## src/hdl/tlc_pkg.sv

```systemverilog
// Shared types, constants and decode functions for the traffic light countdown display.
package tlc_pkg;

    localparam int NUM_DIGITS = 5;
    localparam int CNT_W      = 7;
    localparam int DIG_W      = 4;
    localparam int SEG_W      = 7;
    localparam int IDX_W      = 3;
    localparam int CFG_ADDR_W = 3;
    localparam int CFG_DATA_W = 7;
    localparam int STORE_DEPTH = NUM_DIGITS - 1;

    localparam logic               MODE_TICK = 1'b0;
    localparam logic               MODE_SCAN = 1'b1;
    localparam logic [SEG_W-1:0]   SEG_BLANK = 7'h7F;
    localparam logic [NUM_DIGITS-1:0] EN_ALL_OFF = 5'h1F;

    typedef enum logic [1:0] {
        PH_RED    = 2'd0,
        PH_GREEN  = 2'd1,
        PH_YELLOW = 2'd2
    } phase_t;

    typedef enum logic [CFG_ADDR_W-1:0] {
        REG_RED_TIME    = 3'd0,
        REG_GREEN_TIME  = 3'd1,
        REG_YELLOW_TIME = 3'd2,
        REG_RUN_ENABLE  = 3'd3,
        REG_MODE_DIGIT  = 3'd4
    } cfg_reg_t;

    typedef struct packed {
        logic [CNT_W-1:0] red_time;
        logic [CNT_W-1:0] green_time;
        logic [CNT_W-1:0] yellow_time;
        logic             run_enable;
        logic [DIG_W-1:0] mode_digit;
    } cfg_t;

    // Packed so that up_light lands in the lowest bits of the output tdata.
    typedef struct packed {
        logic [NUM_DIGITS-1:0] digit_enable_n;
        logic [SEG_W-1:0]      segments_n;
        logic [1:0]            left_light;
        logic [1:0]            up_light;
    } result_t;

    function automatic logic [SEG_W-1:0] seg_decode(input logic [DIG_W-1:0] v);
        logic [SEG_W-1:0] s;
        case (v)
            4'd0: s = 7'h40;
            4'd1: s = 7'h79;
            4'd2: s = 7'h24;
            4'd3: s = 7'h30;
            4'd4: s = 7'h19;
            4'd5: s = 7'h12;
            4'd6: s = 7'h02;
            4'd7: s = 7'h78;
            4'd8: s = 7'h00;
            4'd9: s = 7'h10;
            default: s = SEG_BLANK;
        endcase
        return s;
    endfunction

    function automatic phase_t next_phase(input phase_t p);
        phase_t n;
        case (p)
            PH_RED:   n = PH_GREEN;
            PH_GREEN: n = PH_YELLOW;
            default:  n = PH_RED;
        endcase
        return n;
    endfunction

    // Tens digit of a 7-bit count: multiply by 205 and drop 11 bits (exact below 1029).
    function automatic logic [DIG_W-1:0] tens_of(input logic [CNT_W-1:0] c);
        logic [15:0] prod;
        prod = 16'(c) * 16'd205;
        return prod[14:11];
    endfunction

endpackage

```

## src/hdl/traffic_light_countdown_display_top.sv

```systemverilog
// Top level of the traffic light countdown display: stream ports, input and output registers.
// Usage:
//   Each input transaction on the s_ channel is either a countdown tick (s_tuser = 0) or
//   a display scan of digit s_tdata[2:0] (s_tuser = 1). Every transaction yields exactly
//   one output transaction on the m_ channel carrying both lamp phases and the segment and
//   digit-enable patterns as they stand after that transaction.
//   Configuration (durations, run enable, mode digit) is written through cfg_wr_en,
//   cfg_index and cfg_wdata while no transaction is in flight; durations take effect at
//   the next reload of a counter.
// Timing:
//   A transaction accepted at one clock edge is captured in the input register; its result
//   is computed and registered once the output register has room, and m_tvalid then rises.
//   One transaction per cycle is sustained while m_tready stays high; the single pass from
//   input register to output register sets that figure.
// Reset and backpressure:
//   aresetn (synchronous, active low) empties both registers and restores the default
//   registers, phases (up red, left green), counters, digits and blank display latches.
//   While m_tready is low the output register holds its result; the input register still
//   takes one more transaction, and s_tready drops only once both registers are full.
module traffic_light_countdown_display_top
    import tlc_pkg::*;
(
    input  logic                  aclk,
    input  logic                  aresetn,
    input  logic                  cfg_wr_en,
    input  logic [CFG_ADDR_W-1:0] cfg_index,
    input  logic [CFG_DATA_W-1:0] cfg_wdata,
    input  logic                  s_tvalid,
    output logic                  s_tready,
    input  logic [7:0]            s_tdata,   // [2:0] digit_index, rest zero
    input  logic                  s_tuser,   // [0] mode
    output logic                  m_tvalid,
    input  logic                  m_tready,
    output logic [15:0]           m_tdata    // [1:0] up_light, [3:2] left_light,
                                             // [10:4] segments_n, [15:11] digit_enable_n
);

    cfg_t             cfg;
    result_t          result;
    logic             in_valid_reg, in_valid_next;
    logic             in_mode_reg;
    logic [IDX_W-1:0] in_idx_reg;
    logic             out_valid_reg, out_valid_next;
    result_t          out_data_reg;
    logic             advance, s_accept;

    tlc_cfg_regs u_cfg_regs (
        .aclk     (aclk),
        .aresetn  (aresetn),
        .wr_en    (cfg_wr_en),
        .wr_index (cfg_index),
        .wr_data  (cfg_wdata),
        .cfg      (cfg)
    );

    tlc_core u_core (
        .aclk      (aclk),
        .aresetn   (aresetn),
        .cfg       (cfg),
        .item_go   (advance),
        .item_mode (in_mode_reg),
        .item_idx  (in_idx_reg),
        .result    (result)
    );

    assign advance  = in_valid_reg && (!out_valid_reg || m_tready);
    assign s_tready = !in_valid_reg || advance;
    assign s_accept = s_tvalid && s_tready;

    always_comb begin
        in_valid_next = in_valid_reg;
        if (s_accept) begin
            in_valid_next = 1'b1;
        end else if (advance) begin
            in_valid_next = 1'b0;
        end
    end

    always_comb begin
        out_valid_next = out_valid_reg;
        if (advance) begin
            out_valid_next = 1'b1;
        end else if (m_tready) begin
            out_valid_next = 1'b0;
        end
    end

    always_ff @(posedge aclk) begin
        if (!aresetn) begin
            in_valid_reg  <= 1'b0;
            out_valid_reg <= 1'b0;
        end else begin
            in_valid_reg  <= in_valid_next;
            out_valid_reg <= out_valid_next;
        end
    end

    always_ff @(posedge aclk) begin
        if (s_accept) begin
            in_mode_reg <= s_tuser;
            in_idx_reg  <= s_tdata[IDX_W-1:0];
        end
        if (advance) begin
            out_data_reg <= result;
        end
    end

    assign m_tvalid = out_valid_reg;
    assign m_tdata  = out_data_reg;

    // A held transaction in the input register must reach the output once there is room.
    a_advance_fills_output: assert property (@(posedge aclk) disable iff (!aresetn)
        (in_valid_reg && (!out_valid_reg || m_tready)) |=> out_valid_reg)
        else $error("input transaction did not move to the output register");

    a_ready_low_only_when_full: assert property (@(posedge aclk) disable iff (!aresetn)
        !s_tready |-> (in_valid_reg && out_valid_reg && !m_tready))
        else $error("s_tready dropped with room in the pipeline");

    a_lamps_legal: assert property (@(posedge aclk) disable iff (!aresetn)
        m_tvalid |-> (m_tdata[1:0] != 2'd3 && m_tdata[3:2] != 2'd3))
        else $error("lamp phase code three on the output");

    a_one_digit_enabled: assert property (@(posedge aclk) disable iff (!aresetn)
        m_tvalid |-> $countones(~m_tdata[15:11]) <= 1)
        else $error("more than one display digit enabled");

endmodule

```

## src/hdl/tlc_cfg_regs.sv

```systemverilog
// Configuration register file written through the plain write port.
module tlc_cfg_regs
    import tlc_pkg::*;
(
    input  logic                  aclk,
    input  logic                  aresetn,
    input  logic                  wr_en,
    input  logic [CFG_ADDR_W-1:0] wr_index,
    input  logic [CFG_DATA_W-1:0] wr_data,
    output cfg_t                  cfg
);

    cfg_t cfg_reg;
    cfg_t cfg_next;

    always_comb begin
        cfg_next = cfg_reg;
        if (wr_en) begin
            case (cfg_reg_t'(wr_index))
                REG_RED_TIME:    cfg_next.red_time    = wr_data;
                REG_GREEN_TIME:  cfg_next.green_time  = wr_data;
                REG_YELLOW_TIME: cfg_next.yellow_time = wr_data;
                REG_RUN_ENABLE:  cfg_next.run_enable  = wr_data[0];
                REG_MODE_DIGIT:  cfg_next.mode_digit  = wr_data[DIG_W-1:0];
                default: ;
            endcase
        end
    end

    always_ff @(posedge aclk) begin
        if (!aresetn) begin
            cfg_reg.red_time    <= 7'd5;
            cfg_reg.green_time  <= 7'd3;
            cfg_reg.yellow_time <= 7'd2;
            cfg_reg.run_enable  <= 1'b1;
            cfg_reg.mode_digit  <= 4'd1;
        end else begin
            cfg_reg <= cfg_next;
        end
    end

    assign cfg = cfg_reg;

endmodule

```

## src/hdl/tlc_core.sv

```systemverilog
// Light phases, countdown counters, digit store and display latches.
module tlc_core
    import tlc_pkg::*;
(
    input  logic             aclk,
    input  logic             aresetn,
    input  cfg_t             cfg,
    input  logic             item_go,
    input  logic             item_mode,
    input  logic [IDX_W-1:0] item_idx,
    output result_t          result
);

    phase_t                up_phase_reg, up_phase_next;
    phase_t                left_phase_reg, left_phase_next;
    logic [CNT_W-1:0]      up_count_reg, up_count_next;
    logic [CNT_W-1:0]      left_count_reg, left_count_next;
    logic [DIG_W-1:0]      digit_reg [STORE_DEPTH];
    logic [DIG_W-1:0]      digit_next [STORE_DEPTH];
    logic [SEG_W-1:0]      seg_reg, seg_next;
    logic [NUM_DIGITS-1:0] en_reg, en_next;

    phase_t           up_ph_rl, left_ph_rl;
    logic [CNT_W-1:0] up_cnt_rl, left_cnt_rl;
    logic [DIG_W-1:0] up_tens, left_tens;
    logic [CNT_W-1:0] up_tens_x10, left_tens_x10;
    logic [CNT_W-1:0] up_units, left_units;
    logic             do_tick, do_scan, idx_in_range;
    logic [IDX_W-1:0] idx_m1;
    logic [DIG_W-1:0] scan_value;

    function automatic logic [CNT_W-1:0] duration(input phase_t p, input cfg_t c);
        logic [CNT_W-1:0] d;
        case (p)
            PH_RED:    d = c.red_time;
            PH_GREEN:  d = c.green_time;
            PH_YELLOW: d = c.yellow_time;
            default:   d = '0;
        endcase
        return d;
    endfunction

    // A counter that has run down to zero moves its direction on and reloads.
    always_comb begin
        up_ph_rl    = up_phase_reg;
        up_cnt_rl   = up_count_reg;
        left_ph_rl  = left_phase_reg;
        left_cnt_rl = left_count_reg;
        if (up_count_reg == '0) begin
            up_ph_rl  = next_phase(up_phase_reg);
            up_cnt_rl = duration(up_ph_rl, cfg);
        end
        if (left_count_reg == '0) begin
            left_ph_rl  = next_phase(left_phase_reg);
            left_cnt_rl = duration(left_ph_rl, cfg);
        end
    end

    assign up_tens       = tens_of(up_cnt_rl);
    assign left_tens     = tens_of(left_cnt_rl);
    assign up_tens_x10   = CNT_W'({up_tens, 3'b000}) + CNT_W'({up_tens, 1'b0});
    assign left_tens_x10 = CNT_W'({left_tens, 3'b000}) + CNT_W'({left_tens, 1'b0});
    assign up_units      = up_cnt_rl - up_tens_x10;
    assign left_units    = left_cnt_rl - left_tens_x10;

    assign do_tick      = item_go && (item_mode == MODE_TICK) && cfg.run_enable;
    assign do_scan      = item_go && (item_mode == MODE_SCAN);
    assign idx_in_range = item_idx < IDX_W'(NUM_DIGITS);
    assign idx_m1       = item_idx - IDX_W'(1);
    assign scan_value   = (item_idx == '0) ? cfg.mode_digit : digit_reg[idx_m1[1:0]];

    always_comb begin
        up_phase_next   = up_phase_reg;
        left_phase_next = left_phase_reg;
        up_count_next   = up_count_reg;
        left_count_next = left_count_reg;
        digit_next      = digit_reg;
        seg_next        = seg_reg;
        en_next         = en_reg;
        if (do_tick) begin
            up_phase_next   = up_ph_rl;
            left_phase_next = left_ph_rl;
            up_count_next   = (up_cnt_rl != '0) ? up_cnt_rl - CNT_W'(1) : up_cnt_rl;
            left_count_next = (left_cnt_rl != '0) ? left_cnt_rl - CNT_W'(1) : left_cnt_rl;
            digit_next[0]   = up_tens;
            digit_next[1]   = up_units[DIG_W-1:0];
            digit_next[2]   = left_tens;
            digit_next[3]   = left_units[DIG_W-1:0];
        end
        if (do_scan) begin
            if (idx_in_range) begin
                en_next  = EN_ALL_OFF & ~(NUM_DIGITS'(1) << item_idx);
                seg_next = seg_decode(scan_value);
            end else begin
                seg_next = SEG_BLANK;
            end
        end
    end

    always_ff @(posedge aclk) begin
        if (!aresetn) begin
            up_phase_reg   <= PH_RED;
            left_phase_reg <= PH_GREEN;
            up_count_reg   <= 7'd5;
            left_count_reg <= 7'd3;
            digit_reg[0]   <= 4'd0;
            digit_reg[1]   <= 4'd6;
            digit_reg[2]   <= 4'd0;
            digit_reg[3]   <= 4'd4;
            seg_reg        <= SEG_BLANK;
            en_reg         <= EN_ALL_OFF;
        end else begin
            up_phase_reg   <= up_phase_next;
            left_phase_reg <= left_phase_next;
            up_count_reg   <= up_count_next;
            left_count_reg <= left_count_next;
            digit_reg      <= digit_next;
            seg_reg        <= seg_next;
            en_reg         <= en_next;
        end
    end

    // The result carries the state as it stands once this transaction is done.
    assign result.up_light       = up_phase_next;
    assign result.left_light     = left_phase_next;
    assign result.segments_n     = seg_next;
    assign result.digit_enable_n = en_next;

endmodule

```

## config.mk

```make
export PLATFORM = sky130hd
export DESIGN_NAME = traffic_light_countdown_display_top
export DESIGN_NICKNAME = d
export VERILOG_FILES = /design/src/hdl/tlc_pkg.sv /design/src/hdl/traffic_light_countdown_display_top.sv /design/src/hdl/tlc_cfg_regs.sv /design/src/hdl/tlc_core.sv
export SDC_FILE = /design/constraint.sdc
export NUM_CORES = 1
export LEC_CHECK = 0
export BUFFER_PORTS_ARGS = -buffer_cell sky130_fd_sc_hd__buf_4
export CORE_UTILIZATION = 60
export CTS_CLUSTER_DIAMETER = 60
export DETAILED_ROUTE_END_ITERATION = 10
export GPL_TIMING_DRIVEN = 0
export HOLD_SLACK_MARGIN = 0.02
export PLACE_DENSITY = 0.79
export REMOVE_ABC_BUFFERS = 1
export SLEW_MARGIN = 20
export SYNTH_ARGS = -nofsm -noshare
export SYNTH_HDL_FRONTEND = slang
export SYNTH_SLANG_ARGS = --single-unit
```

## constraint.sdc

```tcl
create_clock -name aclk -period 7 [get_ports aclk]
set_clock_uncertainty 0.2 [all_clocks]
set_input_delay 0.7 -clock aclk [delete_from_list [all_inputs] [get_ports aclk]]
set_output_delay 0.7 -clock aclk [all_outputs]
set_load 0.01 [all_outputs]
```

; Word-level counts from Yosys, hierarchy flattened
; Memories as Yosys holds them, arrays and structs flattened.
; Cells that the tools add are included.
; Widths: inputs -> output; s select.
[op_classes]
add_sub_neg = 7
multipliers = 2
n_lt_le_gt_ge = 2
eq_ne = 10
n_shift = 1
n_mux = 26
n_bitwise = 3
reduce_logical = 26
[op_table]
columns = cell, n
row1 = $mux 7, 6
row2 = $pmux 7 s3, 2
row3 = $mul 7x8->15 const B, 2
row4 = $logic_not 7->1, 2
row5 = $reduce_bool 7->1, 2
row6 = $sub 7x1->7 const B, 2
row7 = $mux 2, 6
row8 = $mux 4, 3
row9 = $mux 5, 2
row10 = $reduce_and 2->1, 5
row11 = $add 4x4->4, 2
row12 = $bmux 4 s2, 1
row13 = $eq 2x1->1 const B, 4
row14 = $logic_not 2->1, 4
row15 = $pmux 2 s2, 2
row16 = $sub 4x4->4, 2
row17 = $eq 3x2->1 const B, 2
row18 = $logic_not 3->1, 2
row19 = $logic_and 1x1->1, 5
row20 = $not 5->5, 1
row21 = $shl 1x3->5 const A, 1
row22 = $eq 2x2->1 const B, 2
row23 = $mux 1, 4
row24 = $reduce_bool 2->1, 2
row25 = other kinds (9), 11
[totals]
register_bits = 94
mem_bits_ro = 112
input_bits = 24
output_inout_bits = 18
word_cells = 101
mem_count = 1
[memory_table]
columns = memory, words, word_bits, read_ports, rd_ports_with_merged_regs, write_ports, line_no
row1 = (name not given), 16, 7, 1, 0, 0, tlc_pkg.sv:50  ; case (v)

; Depth between registers and ports, before layout
; Gate-level depths: netlist of the first run.
[depth]
depth_word = 9
ltp_mapped = 31
mapped_depth_nobuf = 30

; By module
; A second synthesis of the first run with hierarchy kept.
[unflattened]
hier_cells = 718
hier_area_um2 = 6601.3
[by_module_without_submodules]
columns = module, instances, cells_per_inst, area_per_inst_um2, seq_area_each_um2
row1 = tlc_core, 1, 587, 4852.2, 920.9
row2 = tlc_cfg_regs, 1, 102, 1044.8, 520.5
row3 = traffic_light_countdown_display_top, 1, 29, 704.4, 640.6

; Worst setup path before layout of the first run
; No wires, ideal clock.
[synth_path]
path_kind = flip-flop to flip-flop
startpoint = register u_core.left_count_reg[1]
endpoint = register u_core.digit_reg[3] in the netlist's numbering
setup_ps = 118
arrival_ps = 6087
required_time_ps = 6682
path_slack_ps = 594
stages_incl_launch_ff = 30
path_buffers = 2
synth_period_minus_slack_ps = 6406
cell_sequence = dfxtp_1 -> or4_1 -> buf_2 -> nor2_1 -> buf_2 -> a21oi_1 -> ha_1 -> inv_1 -> fa_1 -> inv_1 -> ha_1 -> inv_1 -> fa_1 -> inv_1 -> ha_1 -> a21oi_1 -> o21ai_0 -> a211o_2 -> a21oi_1 -> o21ai_0 -> and2_1 -> ha_1 -> and4bb_2 -> a311oi_1 -> nand4b_4 -> nor4b_1 -> mux2i_1 -> nand3_1 -> xnor2_1 -> o21ai_1
[synth_via]
elab_chain_cells = 5
[synth_lines]
columns = item, line_no
row1 = "start, declared", tlc_core.sv:17  ; logic [CNT_W-1:0] left_count_reg, left_count_next;
row2 = "start signal, assigned", tlc_core.sv:116  ; left_count_reg <= left_count_next;
row3 = $logic_not 7->1, tlc_core.sv:53  ; if (left_count_reg == '0) begin
row4 = $mux 7 *, tlc_core.sv:53
row5 = $mul 7x8->15 *, tlc_pkg.sv:79  ; prod = 16'(c) * 16'd205;
row6 = net u_core.left_tens[1], tlc_core.sv:25  ; logic [DIG_W-1:0] up_tens, left_tens;
row7 = $add 4x4->4 *, tlc_core.sv:62  ; assign left_tens_x10 = CNT_W'({left_tens, 3'b000}) + CNT_W'({left_tens, 1'b0});
row8 = $sub 4x4->4 *, tlc_core.sv:64  ; assign left_units = left_cnt_rl - left_tens_x10;
row9 = "end signal, assigned", tlc_core.sv:117  ; digit_reg <= digit_next;
row10 = "end, declared", tlc_core.sv:18  ; logic [DIG_W-1:0] digit_reg [STORE_DEPTH];
; The timed path passes the listed nets; every way through them passes the cells marked *.
; A chain may end at the register's enable or synchronous reset.

; Final worst setup path of the first run
; Same ends and word-level chain as after synthesis.

==> key figures, run 1 <==
Detailed routing
  • Iteration-0 DRC Markers: roughly 420
  • Number of vias per cell: about 5.8
  • WL final: between 10000 and 15000 um
  • First-pass iteration count of the detailed router: 5
  • Mean routed wirelength per cell: 16.0 um
  • Routed Antenna Nets: 0
  • Via Count: about 5300
  • DRC: 0

Floorplan
  • Die W: about 110 um
  • Ports: 42
  • Core area: roughly 11000 um2
  • Die H: between 100 and 150 um
  • DIE AREA: 11600 um2
  • # rows: 38
  • Initial Util: between 60% and 70%

Synth
  • Synth Warn #: 0
  • Seq/Total Area, Yosys: 31.1%
  • Ys flop type: dfxtp_1
  • Top cells by area, synth: dfxtp_1 (22%), ha_1 (17%), edfxtp_1 (9.0%)
  • Synthesized area: about 6700 um2
  • Post-synth EDFFs: 20
  • Yosys reg bits: 94
  • Yosys top cell area share: 22.1%
  • Count of cell types in the netlist: between 60 and 70
  • Synth Instances: 750
  • Avg Inst Size Synth: approximately 9 um2
  • Asr flop ratio synth: 0%
  • Area leader, netlist: dfxtp_1

Hold path
  • Hold Path End: u_core.digit_reg[3]$_SDFFE_PN0P_
  • Hold Path Class: reg -> reg
  • WHS Path Cells: 2
  • Hold Path Origin: u_core.digit_reg[3]$_SDFFE_PN0P_

Clock network
  • Clk_lat worst skew: 0.37 ns
  • Clk sink count: 94
  • Root Driver: clkbuf_8
  • CTS tree: yes
  • Clock buffer depth: 2
  • Clock Pin Slew Worst Setup and Hold Paths: about 0.090 ns
  • CTS H-tree depth: 3
  • CTS Buf Count: 9

Power and ir drop
  • Lkg Pwr: roughly 3.3 nW
  • Power Density: ~150 nW/um2
  • Max VDD drop: roughly 0.15 mV

Run
  • Max cap viols: 0

Global route
  • First-pass GRT wire length: between 20000 and 25000 um
  • Initial antenna violation count: 0
  • Number of global-route vias before repair: between 5000 and 6000
  • Largest net degree at the start of global routing: 77
  • Total gr overflow: 0
  • GRT Total Usage: 26.5%

STA
  • Final worst slack: about 0.26 ns
  • Worst-Margin Slew: about 1.0 ns
  • Endpoints failing hold: 0
  • Relative slew margins: between 30% and 40%
  • Min Clock Period, post-route: roughly 6.7 ns
  • Worst hold margin: between 0.2 and 0.3 ns
  • RSZ-0062 raised after global routing: false
  • Final period utilization: between 90% and 100%
  • Count of final setup violators: 0
  • Fmax: 148 MHz
  • Slew Viols, Final: 0

Place
  • Place WS: -0.513 ns
  • Placer Congestion: 0.892
  • Cells after DPL: a little under 900
  • Port bufs: 36
  • DPL Wire Length: between 10000 and 15000 um

Final layout
  • Most frequent cells in the layout: nand2_1 (105), ha_1 (92), dfxtp_1 (72), inv_1 (68), buf_4 (43)
  • Layout Area Growth over Synthesis: 9.24%
  • Layout cell share with drive strength beyond 1: 12.2%
  • Ant. Diodes: 0
  • Final cell count without fillers: 918
  • Final Net Count: around 910
  • Most common cell after layout, fill and taps aside: nand2_1
  • Largest register FFs: 26
  • Post-layout utilization of the core: 67.5%

Worst setup path
  • Slowest cell on crit path: or4_4
  • Worst path bufs/invs: 4
  • Critical Path RT: roughly 7 ns
  • Crit path largest cell delay: 0.59 ns
  • Critical path's top delay family: adder cells
  • RR Startpoint: u_core.left_count_reg[1]$_SDFFE_PN1P_
  • FF-to-FF path depth: 27
  • CP most frequent cell: inv_1
  • Worst R2R Setup Slack: between 0.2 and 0.3 ns
  • CP endpoint kind: register
  • Max FO, Critical Path: 7
  • Worst r2r dst: u_core.digit_reg[3]$_SDFFE_PN0P_
  • Startpoint type of the worst setup path: register
  • Critical setup path kind: reg -> reg
  • Crit path DAT: roughly 6.8 ns

Run status
  • Status: complete, no violations
-- where the power goes --
group / internal [W] / total (W) / switching, W
Sequential: 0.000568 / 0.000579 / 0.0000108
Clock: 0.000175 / 0.000370 / 0.000194
Combinational: 0.0000765 / 0.000178 / 0.000101
Total: 0.000820 / 0.00113 / 0.000306
-- per-stage QoR --
step                      area, um2  total power (W)  TNS [ns]
after floorplan                6540         0.000704         0
after global placement         6980         0.000752    -0.309
after detailed placement       7000         0.000762    -0.513
after CTS                      7240          0.00113         0
after global routing           7320          0.00117         0
final                          7320          0.00113         0
-- area by class of cell --
type | instances | area (um2)
Clock buffer | 11 | 141
Clock inverter | 5 | 57.6
Fill cell | 859 | 3520
Inverter | 68 | 255
Multi-Input combinational cell | 555 | 4260
Sequential cell | 94 | 2080
Tap cell | 140 | 175
Timing Repair Buffer | 45 | 345
-- timing repair --
item,CTS,global route
endpoints found under the setup margin,1,1
hold buffers,0,0
pin swaps,1,2
gates resized for setup,7,7
buffers inserted,3,4
-- logic make-up after synthesis --
kind of cell	share of synthesized area, %
simple gates	18.2
xor+xnor	2.74
mux	5.47
buf+inv	6.25
fa+ha+maj	22.1
compound gates	14.1
flops	31.1
-- worst min-delay path, stage by stage (launching register included) --
cell and delay (ns):
dfxtp_1 0.33, nand3_1 0.06, o21ai_1 0.06
-- Yosys cell counts (19+ instances only) --
master and instances:
nand2_1 105, ha_1 93, nand3_1 25, inv_1 68, edfxtp_1 20, and2_1 19
clkbuf_1 21, a21oi_1 36, o21ai_0 31, dfxtp_1 74, mux2i_1 22, nor2_1 34
a21boi_0 24
-- metal layers --
| layer | routed length [um] | vias up | track usage (%) |
|---|---|---|---|
| met5 | 0 | - | 0 |
| met4 | 307 | 0 | 9.20 |
| met3 | 741 | 23 | 4.96 |
| met2 | 7150 | 145 | 44.6 |
| met1 | 6500 | 2529 | 33.9 |
| li1 | - | 2613 | - |
-- how the worst max path moves through the flow --
stage                                               start                               end  cells past startpoint
floorplan           u_core.left_count_reg[1]$_SDFFE_PN1P_  u_core.digit_reg[3]$_SDFFE_PN0P_                     27
global placement    u_core.left_count_reg[1]$_SDFFE_PN1P_  u_core.digit_reg[3]$_SDFFE_PN0P_                     27
detailed placement  u_core.left_count_reg[1]$_SDFFE_PN1P_  u_core.digit_reg[3]$_SDFFE_PN0P_                     27
CTS                 u_core.left_count_reg[1]$_SDFFE_PN1P_  u_core.digit_reg[3]$_SDFFE_PN0P_                     27
global route        u_core.left_count_reg[1]$_SDFFE_PN1P_  u_core.digit_reg[3]$_SDFFE_PN0P_                     27
finish              u_core.left_count_reg[1]$_SDFFE_PN1P_  u_core.digit_reg[3]$_SDFFE_PN0P_                     27
Power figures use the tool's default switching activity.
==> run 2: changes to the inputs <==
--- a/config.mk
+++ b/config.mk
@@ -7,6 +7,7 @@
 export LEC_CHECK = 0
 export BUFFER_PORTS_ARGS = -buffer_cell sky130_fd_sc_hd__buf_4
 export CORE_UTILIZATION = 60
+export CTS_BUF_LIST = sky130_fd_sc_hd__clkbuf_8
 export CTS_CLUSTER_DIAMETER = 60
 export DETAILED_ROUTE_END_ITERATION = 10
 export GPL_TIMING_DRIVEN = 0
==> key figures, run 2 (same netlist as run 1, synthesis figures left out) <==
Clock network
  • CTS Buf Count: 9 (unchanged)
  • CTS H-tree depth: 3 (unchanged)
  • CTS tree: yes
  • Hold-fix buffers at CTS: 0 (unchanged)
  • Root Driver: clkbuf_8
  • Clk_lat worst skew: 0.37 ns (about the same)
  • Clock buffer depth: 2 (unchanged)
  • Clk sink count: 94 (unchanged)
  • Clock Pin Slew Worst Setup and Hold Paths: 0.09 ns (about the same)

Power and ir drop
  • Gate power share: 15.8% (about the same)
  • Lkg Pwr: 3.32 nW (+0.13%)
  • Power Density: 154 nW/um2 (-0.11%)
  • Clock power share: 32.7% (about the same)
  • Switching Fraction: 27.3% (+0.048 points)
  • Max VDD drop: 0.150 mV (about the same)
  • NetSw: 0.000307 W (about the same)
  • Seq pwr share: 51.5% (about the same)
  • Pint: 0.000818 W (-0.18%)

Final layout
  • Ant. Diodes: 0 (unchanged)
  • Post-layout utilization of the core: 67.5% (unchanged)
  • Largest register FFs: 26 (unchanged)
  • Most frequent cells in the layout: nand2_1 (105), ha_1 (92), dfxtp_1 (72), inv_1 (69), buf_4 (43)
  • Final Net Count: 906 (unchanged)
  • Layout cell share with drive strength beyond 1: 12.2% (unchanged)
  • Most common cell after layout, fill and taps aside: nand2_1
  • FILL cells: 859 (unchanged)
  • Layout Area Growth over Synthesis: 9.24% (unchanged)

Place
  • DPL Wire Length: 11000 um (unchanged)
  • Placer Congestion: 0.892 (unchanged)
  • Port bufs: 36 (unchanged)

Worst setup path
  • CP most frequent cell: inv_1
  • Worst path bufs/invs: 4 (unchanged)
  • Crit path largest cell delay: 0.59 ns (about the same)
  • Max FO, Critical Path: 7 (unchanged)
  • Crit path DAT: 6.80 ns (about the same)
  • Critical path's top delay family: adder cells
  • Critical setup path kind: reg -> reg
  • Startpoint type of the worst setup path: register
  • CP endpoint kind: register
  • Critical Path RT: 7.06 ns (about the same)
  • Slowest cell on crit path: or4_4

STA
  • RSZ-0062 raised after global routing: false
  • Endpoints failing hold: 0 (unchanged)
  • Setup total negative slack: 0 ns (unchanged)
  • Fmax: 148 MHz (about the same)
  • Min Clock Period, post-route: 6.74 ns (+0.000777 ns)
  • Count of final setup violators: 0 (unchanged)
  • Worst hold margin: 0.281 ns (+0.000259 ns)
  • Slew Viols, Final: 0 (unchanged)
  • Final period utilization: 96.2% (about the same)
  • Relative slew margins: 31.6% (-0.40 points)
  • Worst-Margin Slew: 1.03 ns (+0.00601 ns)

Floorplan
  • DIE AREA: 11600 um2 (unchanged)
  • # rows: 38 (unchanged)
  • Die W: 108 um (unchanged)
  • Die H: 108 um (unchanged)
  • Core area: 10800 um2 (unchanged)
  • Ports: 42 (unchanged)
  • Initial Util: 61.8% (unchanged)

Detailed routing
  • Via Count: 5315 (+0.094%)
  • Routed Antenna Nets: 0 (unchanged)
  • Number of vias per cell: 5.79 (about the same)
  • Mean routed wirelength per cell: 16.0 um (about the same)
  • Iteration-0 DRC Markers: 415 (unchanged)
  • DRC: 0 (unchanged)
  • First-pass iteration count of the detailed router: 5 (unchanged)
  • WL final: 14700 um (about the same)

Global route
  • Initial antenna violation count: 0 (unchanged)
  • Total gr overflow: 0 (unchanged)
  • Number of global-route vias before repair: 5095 (unchanged)
  • Largest net degree at the start of global routing: 77 (unchanged)
  • GRT Total Usage: 26.5% (unchanged)
  • First-pass GRT wire length: 24000 um (unchanged)

Hold path
  • Hold Path Class: reg -> reg

Run status
  • Status: complete, no violations

Run
  • Max cap viols: 0 (unchanged)
run 2: changes by cell type in the layout (fill, tap and decap cells not counted), sizes merged:
cell    previous run  this run
inv               69        70
clkbuf            11        10
run 2: layer usage:
| layer | part of all wire, % | track usage (%) | wire [um] | up-vias |
|---|---|---|---|---|
| met2 | 49 | 44.6 | 7150 | 152 |
| met4 | 2.1 | 9.20 | 307 | 0 |
| met3 | 5.4 | 4.96 | 799 | 23 |
| met5 | 0 | 0 | 0 | - |
| met1 | 44 | 33.9 | 6460 | 2528 |
| li1 | - | - | - | 2612 |
run 2: timing repair:
item / in CTS / in global routing
resized for setup: 7 / 7
buffers inserted: 3 / 4
endpoints found under the setup margin: 1 / 1
pin swaps: 1 / 2
run 2: layout make-up:
class | count | area [um2] | area share, %
Multi-Input combinational cell | 555 | 4260 | 58.2
Clock buffer | 10 | 138 | 1.88
Clock inverter | 6 | 61.3 | 0.837
Tap cell | 140 | 175 | 2.39
Inverter | 68 | 255 | 3.49
Timing Repair Buffer | 45 | 345 | 4.72
Sequential cell | 94 | 2080 | 28.5
run 2: per-stage QoR:
step	setup WS, ns	area [um2]	cells	power (W)
CTS	0.0631	7240	913	0.00113
floorplan	0.402	6540	717	0.000704
finish	0.263	7320	918	0.00112
global placement	-0.309	6980	893	0.000752
detailed placement	-0.513	7000	894	0.000762
global route	0.0360	7320	918	0.00117
run 2: power by group through the flow:
stage / Sequential, W / Clock [W] / Combinational [W]
floorplan: 0.000589 / 0 / 0.000115
global placement: 0.000591 / 0 / 0.000161
detailed placement: 0.000591 / 0 / 0.000171
CTS: 0.000579 / 0.000375 / 0.000174
global route: 0.000581 / 0.000392 / 0.000200
finish: 0.000579 / 0.000368 / 0.000178
run 2: worst reg2reg max path, cell delays in order, from the launching register on:
cell      delay [ns]
dfxtp_1         0.38
or4_4           0.59
nor3_2          0.25
nor2_1          0.13
ha_1            0.33
inv_1           0.07
fa_1            0.54
inv_1           0.04
ha_1            0.26
inv_1           0.05
fa_1            0.53
inv_1           0.04
ha_1            0.32
a21oi_1         0.16
o21ai_0         0.11
a211o_2         0.36
a21oi_2         0.20
o21ai_0         0.11
and2_1          0.18
ha_2            0.23
and4bb_2        0.28
a311oi_4        0.26
nand4b_4        0.22
a211oi_1        0.31
a41oi_1         0.08
nand3_1         0.12
xnor2_1         0.17
o21ai_1         0.11
run 2: final timing paths:
path                                                       startpoint                               end  slack [ns]  cells past startpoint
worst min register to register       u_core.digit_reg[3]$_SDFFE_PN0P_  u_core.digit_reg[3]$_SDFFE_PN0P_        0.28                      2
worst max register to register  u_core.left_count_reg[1]$_SDFFE_PN1P_  u_core.digit_reg[3]$_SDFFE_PN0P_        0.26                     27
worst min-delay path                 u_core.digit_reg[3]$_SDFFE_PN0P_  u_core.digit_reg[3]$_SDFFE_PN0P_        0.28                      2
worst max-delay path            u_core.left_count_reg[1]$_SDFFE_PN1P_  u_core.digit_reg[3]$_SDFFE_PN0P_        0.26                     27
==> run 3: changes to the inputs <==
--- a/config.mk
+++ b/config.mk
@@ -9,6 +9,7 @@
 export CORE_UTILIZATION = 60
 export CTS_BUF_LIST = sky130_fd_sc_hd__clkbuf_8
 export CTS_CLUSTER_DIAMETER = 60
+export CTS_CLUSTER_SIZE = 30
 export DETAILED_ROUTE_END_ITERATION = 10
 export GPL_TIMING_DRIVEN = 0
 export HOLD_SLACK_MARGIN = 0.02
@@ -17,4 +18,5 @@
 export SLEW_MARGIN = 20
 export SYNTH_ARGS = -nofsm -noshare
 export SYNTH_HDL_FRONTEND = slang
+export SYNTH_HIERARCHICAL = 1
 export SYNTH_SLANG_ARGS = --single-unit
==> key figures, run 3 <==
Synth
  • Seq/Total Area, Yosys: 31.5% (+0.47 points)
  • Avg Inst Size Synth: 9.19 um2 (+2.9%)
  • Asr flop ratio synth: 0% (unchanged)
  • Synth Warn #: 6 (+6)
  • Yosys reg bits: 94 (unchanged)
  • Synthesized area: 6600 um2 (-1.5%)
  • Most numerous cell in the Yosys netlist: nand2_1
  • Ys flop type: dfxtp_1
  • Count of cell types in the netlist: 64 (-3.0%)
  • Area leader, netlist: dfxtp_1
  • Top cells by area, synth: dfxtp_1 (22%), ha_1 (16%), edfxtp_1 (9.1%)
  • Yosys top cell area share: 22.4% (+0.34 points)
  • Synth top cells by count: nand2_1 (92), ha_1 (85), dfxtp_1 (74)
  • Post-synth EDFFs: 20 (unchanged)
  • Synth Instances: 718 (-4.3%)

Global route
  • Number of global-route vias before repair: 5001 (-1.8%)
  • Total gr overflow: 0 (unchanged)
  • Largest net degree at the start of global routing: 87 (+13%)
  • Initial antenna violation count: 0 (unchanged)
  • First-pass GRT wire length: 23600 um (-1.5%)
  • GRT Total Usage: 26.3% (-0.20 points)

Clock network
  • Root Driver: clkbuf_8
  • CTS H-tree depth: 3 (unchanged)
  • CTS Buf Count: 9 (unchanged)
  • Clk sink count: 94 (unchanged)
  • Clock Pin Slew Worst Setup and Hold Paths: 0.10 ns (about the same)
  • Post-CTS Setup Inserts: 0 (-3)
  • Clk_lat worst skew: 0.38 ns (about the same)
  • Clock buffer depth: 2 (unchanged)
  • CTS tree: yes

Worst setup path
  • RR Startpoint: u_core/up_count_reg[2]$_SDFFE_PN1P_
  • CP most frequent cell: inv_1
  • CP Launch Point: u_core/up_count_reg[2]$_SDFFE_PN1P_
  • Startpoint type of the worst setup path: register
  • Stages on the worst setup path: 25 (-7.4%)
  • Worst path bufs/invs: 5 (+1)
  • Crit path DAT: 6.74 ns (-0.06 ns)
  • Critical path's top delay family: adder cells
  • CP endpoint kind: register
  • Worst R2R Setup Slack: 0.37 ns (+0.11 ns)
  • Critical Path RT: 7.12 ns (+0.06 ns)
  • Slowest cell on crit path: fa_1
  • Critical setup path kind: reg -> reg
  • Max FO, Critical Path: 9 (+2)
  • FF-to-FF path depth: 25 (-7.4%)
  • Crit path largest cell delay: 0.53 ns (-0.06 ns)

Detailed routing
  • WL final: 14300 um (-2.7%)
  • Mean routed wirelength per cell: 16.3 um (+1.9%)
  • Routed Antenna Nets: 0 (unchanged)
  • Via Count: 5106 (-3.9%)
  • DRC: 0 (unchanged)
  • First-pass iteration count of the detailed router: 5 (unchanged)
  • DR WL met3: 700 um (-12%)
  • Iteration-0 DRC Markers: 446 (+7.5%)
  • Number of vias per cell: 5.82 (+0.56%)
  • Met2 WL: 7030 um (-1.6%)
  • DR top layer: met4
  • Met1 Wirelength: 6370 um (-1.4%)

STA
  • RSZ-0062 raised after global routing: false
  • Worst-Margin Slew: 1.13 ns (+0.103 ns)
  • Final period utilization: 94.6% (-1.6 points)
  • Min Clock Period, post-route: 6.63 ns (-0.112 ns)
  • Endpoints failing hold: 0 (unchanged)
  • Fmax: 151 MHz (+1.7%)
  • Slew Viols, Final: 0 (unchanged)
  • Final worst slack: 0.375 ns (+0.112 ns)
  • Setup total negative slack: 0 ns (unchanged)
  • Relative slew margins: 24.4% (-7.2 points)
  • Count of final setup violators: 0 (unchanged)

Final layout
  • Layout Area Growth over Synthesis: 8.38%
  • Most frequent cells in the layout: nand2_1 (92), ha_1 (85), dfxtp_1 (74), inv_1 (66), mux2i_1 (43)
  • Post-layout instance area: 7150 um2 (-2.3%)
  • FILL cells: 825 (-4.0%)
  • Ant. Diodes: 0 (unchanged)
  • Final Net Count: 861 (-5.0%)
  • Layout cell share with drive strength beyond 1: 10.8% (-1.4 points)
  • Most common cell after layout, fill and taps aside: nand2_1
  • Largest register FFs: 26 (unchanged)
  • Final cell count without fillers: 877 (-4.5%)

Place
  • DPL Wire Length: 10800 um (-1.9%)
  • Cells after DPL: 861 (-3.7%)
  • Place WS: 0.162 ns (+0.675 ns)
  • Port bufs: 36 (unchanged)
  • Post-DP Area: 6950 um2 (-0.70%)
  • Placer Congestion: 0.900 (+0.86%)

Floorplan
  • Core area: 10500 um2 (-3.1%)
  • # rows: 37 (-2.6%)
  • DIE AREA: 11400 um2 (-1.5%)
  • Initial Util: 62.8% (+1.0 points)
  • Die W: 107 um (-0.74%)
  • Die H: 107 um (-0.74%)
  • Ports: 42 (unchanged)

Power and ir drop
  • Power Density: 153 nW/um2 (-0.15%)
  • Max VDD drop: 0.119 mV (-20%)
  • Total Power: 0.00110 W (-2.4%)
  • Lkg Pwr: 3.30 nW (-0.82%)

Hold path
  • Hold Path Origin: u_core/digit_reg[4]$_SDFFE_PN0P_
  • WHS Path Cells: 2 (unchanged)
  • Hold Path Class: reg -> reg

Run status
  • Status: complete, no violations

Run
  • Max cap viols: 0 (unchanged)
## run 3: final timing paths
check                                       to
max          u_core/digit_reg[11]$_SDFFE_PN0P_
min           u_core/digit_reg[4]$_SDFFE_PN0P_
max reg2reg  u_core/digit_reg[11]$_SDFFE_PN0P_
min reg2reg   u_core/digit_reg[4]$_SDFFE_PN0P_
## run 3: area by class of cell
class / instances / area [um2] / area share, %
well taps: 136 / 170 / 2.38
multi-input cells: 527 / 4170 / 58.2
flip-flops and latches: 94 / 2080 / 29.1
clock inverters: 7 / 63.8 / 0.892
repair buffers: 38 / 300 / 4.20
inverters: 66 / 248 / 3.46
clock buffers: 9 / 124 / 1.73
## run 3: kinds of logic after synthesis
kind of cell               after synthesis  share of synthesized area (%)
and+or+nand+nor                        239                           18.2
AOI/OAI and AO/OA                      113                           11.9
adders and majority gates              101                           21.0
buffers and inverters                   97                           5.80
DFF                                     94                           31.5
muxes                                   51                           8.57
xor gates and xnor gates                23                           3.05
## run 3: metal layers
metal	global-route usage, %	up-vias
li1	-	2513
met1	33.6	2418
met2	45.7	155
met3	4.32	20
met4	7.34	0
met5	0	-
## run 3: power breakdown
part / leakage [nW] / switching, W / internal [W]
combinational: 2.44 / 0.0000966 / 0.0000736
clock: 0.0921 / 0.000211 / 0.000138
sequential: 0.764 / 0.0000111 / 0.000568
total: 3.30 / 0.000319 / 0.000779
## run 3: worst register-to-register path, cell delays in order (launching register included)
cell      delay, ns
dfxtp_1        0.39
nor4_1         0.49
and2_1         0.41
a21o_1         0.31
inv_1          0.15
ha_1           0.35
inv_1          0.07
fa_1           0.53
inv_1          0.04
ha_1           0.27
inv_1          0.05
fa_1           0.53
inv_1          0.04
ha_1           0.31
nand3_1        0.09
a21boi_0       0.11
o311ai_0       0.34
o311a_1        0.34
nor2b_1        0.23
xnor2_1        0.18
ha_1           0.32
nand2_1        0.08
o311ai_1       0.11
xnor2_1        0.19
or3_1          0.37
nand3_1        0.07
## run 3: timing repair
item,CTS,global route
hold buffers,0,0
setup endpoints to repair,0,1
gates resized for setup,0,2
## run 3: per-stage QoR
| stage | utilization (%) | hold slack (ns) |
|---|---|---|
| after floorplan | - | 0.232 |
| after global placement | 65.7 | 0.249 |
| after detailed placement | 66.1 | 0.266 |
| after CTS | 67.9 | 0.282 |
| after global routing | 68.1 | 0.283 |
| final | 68.1 | 0.278 |
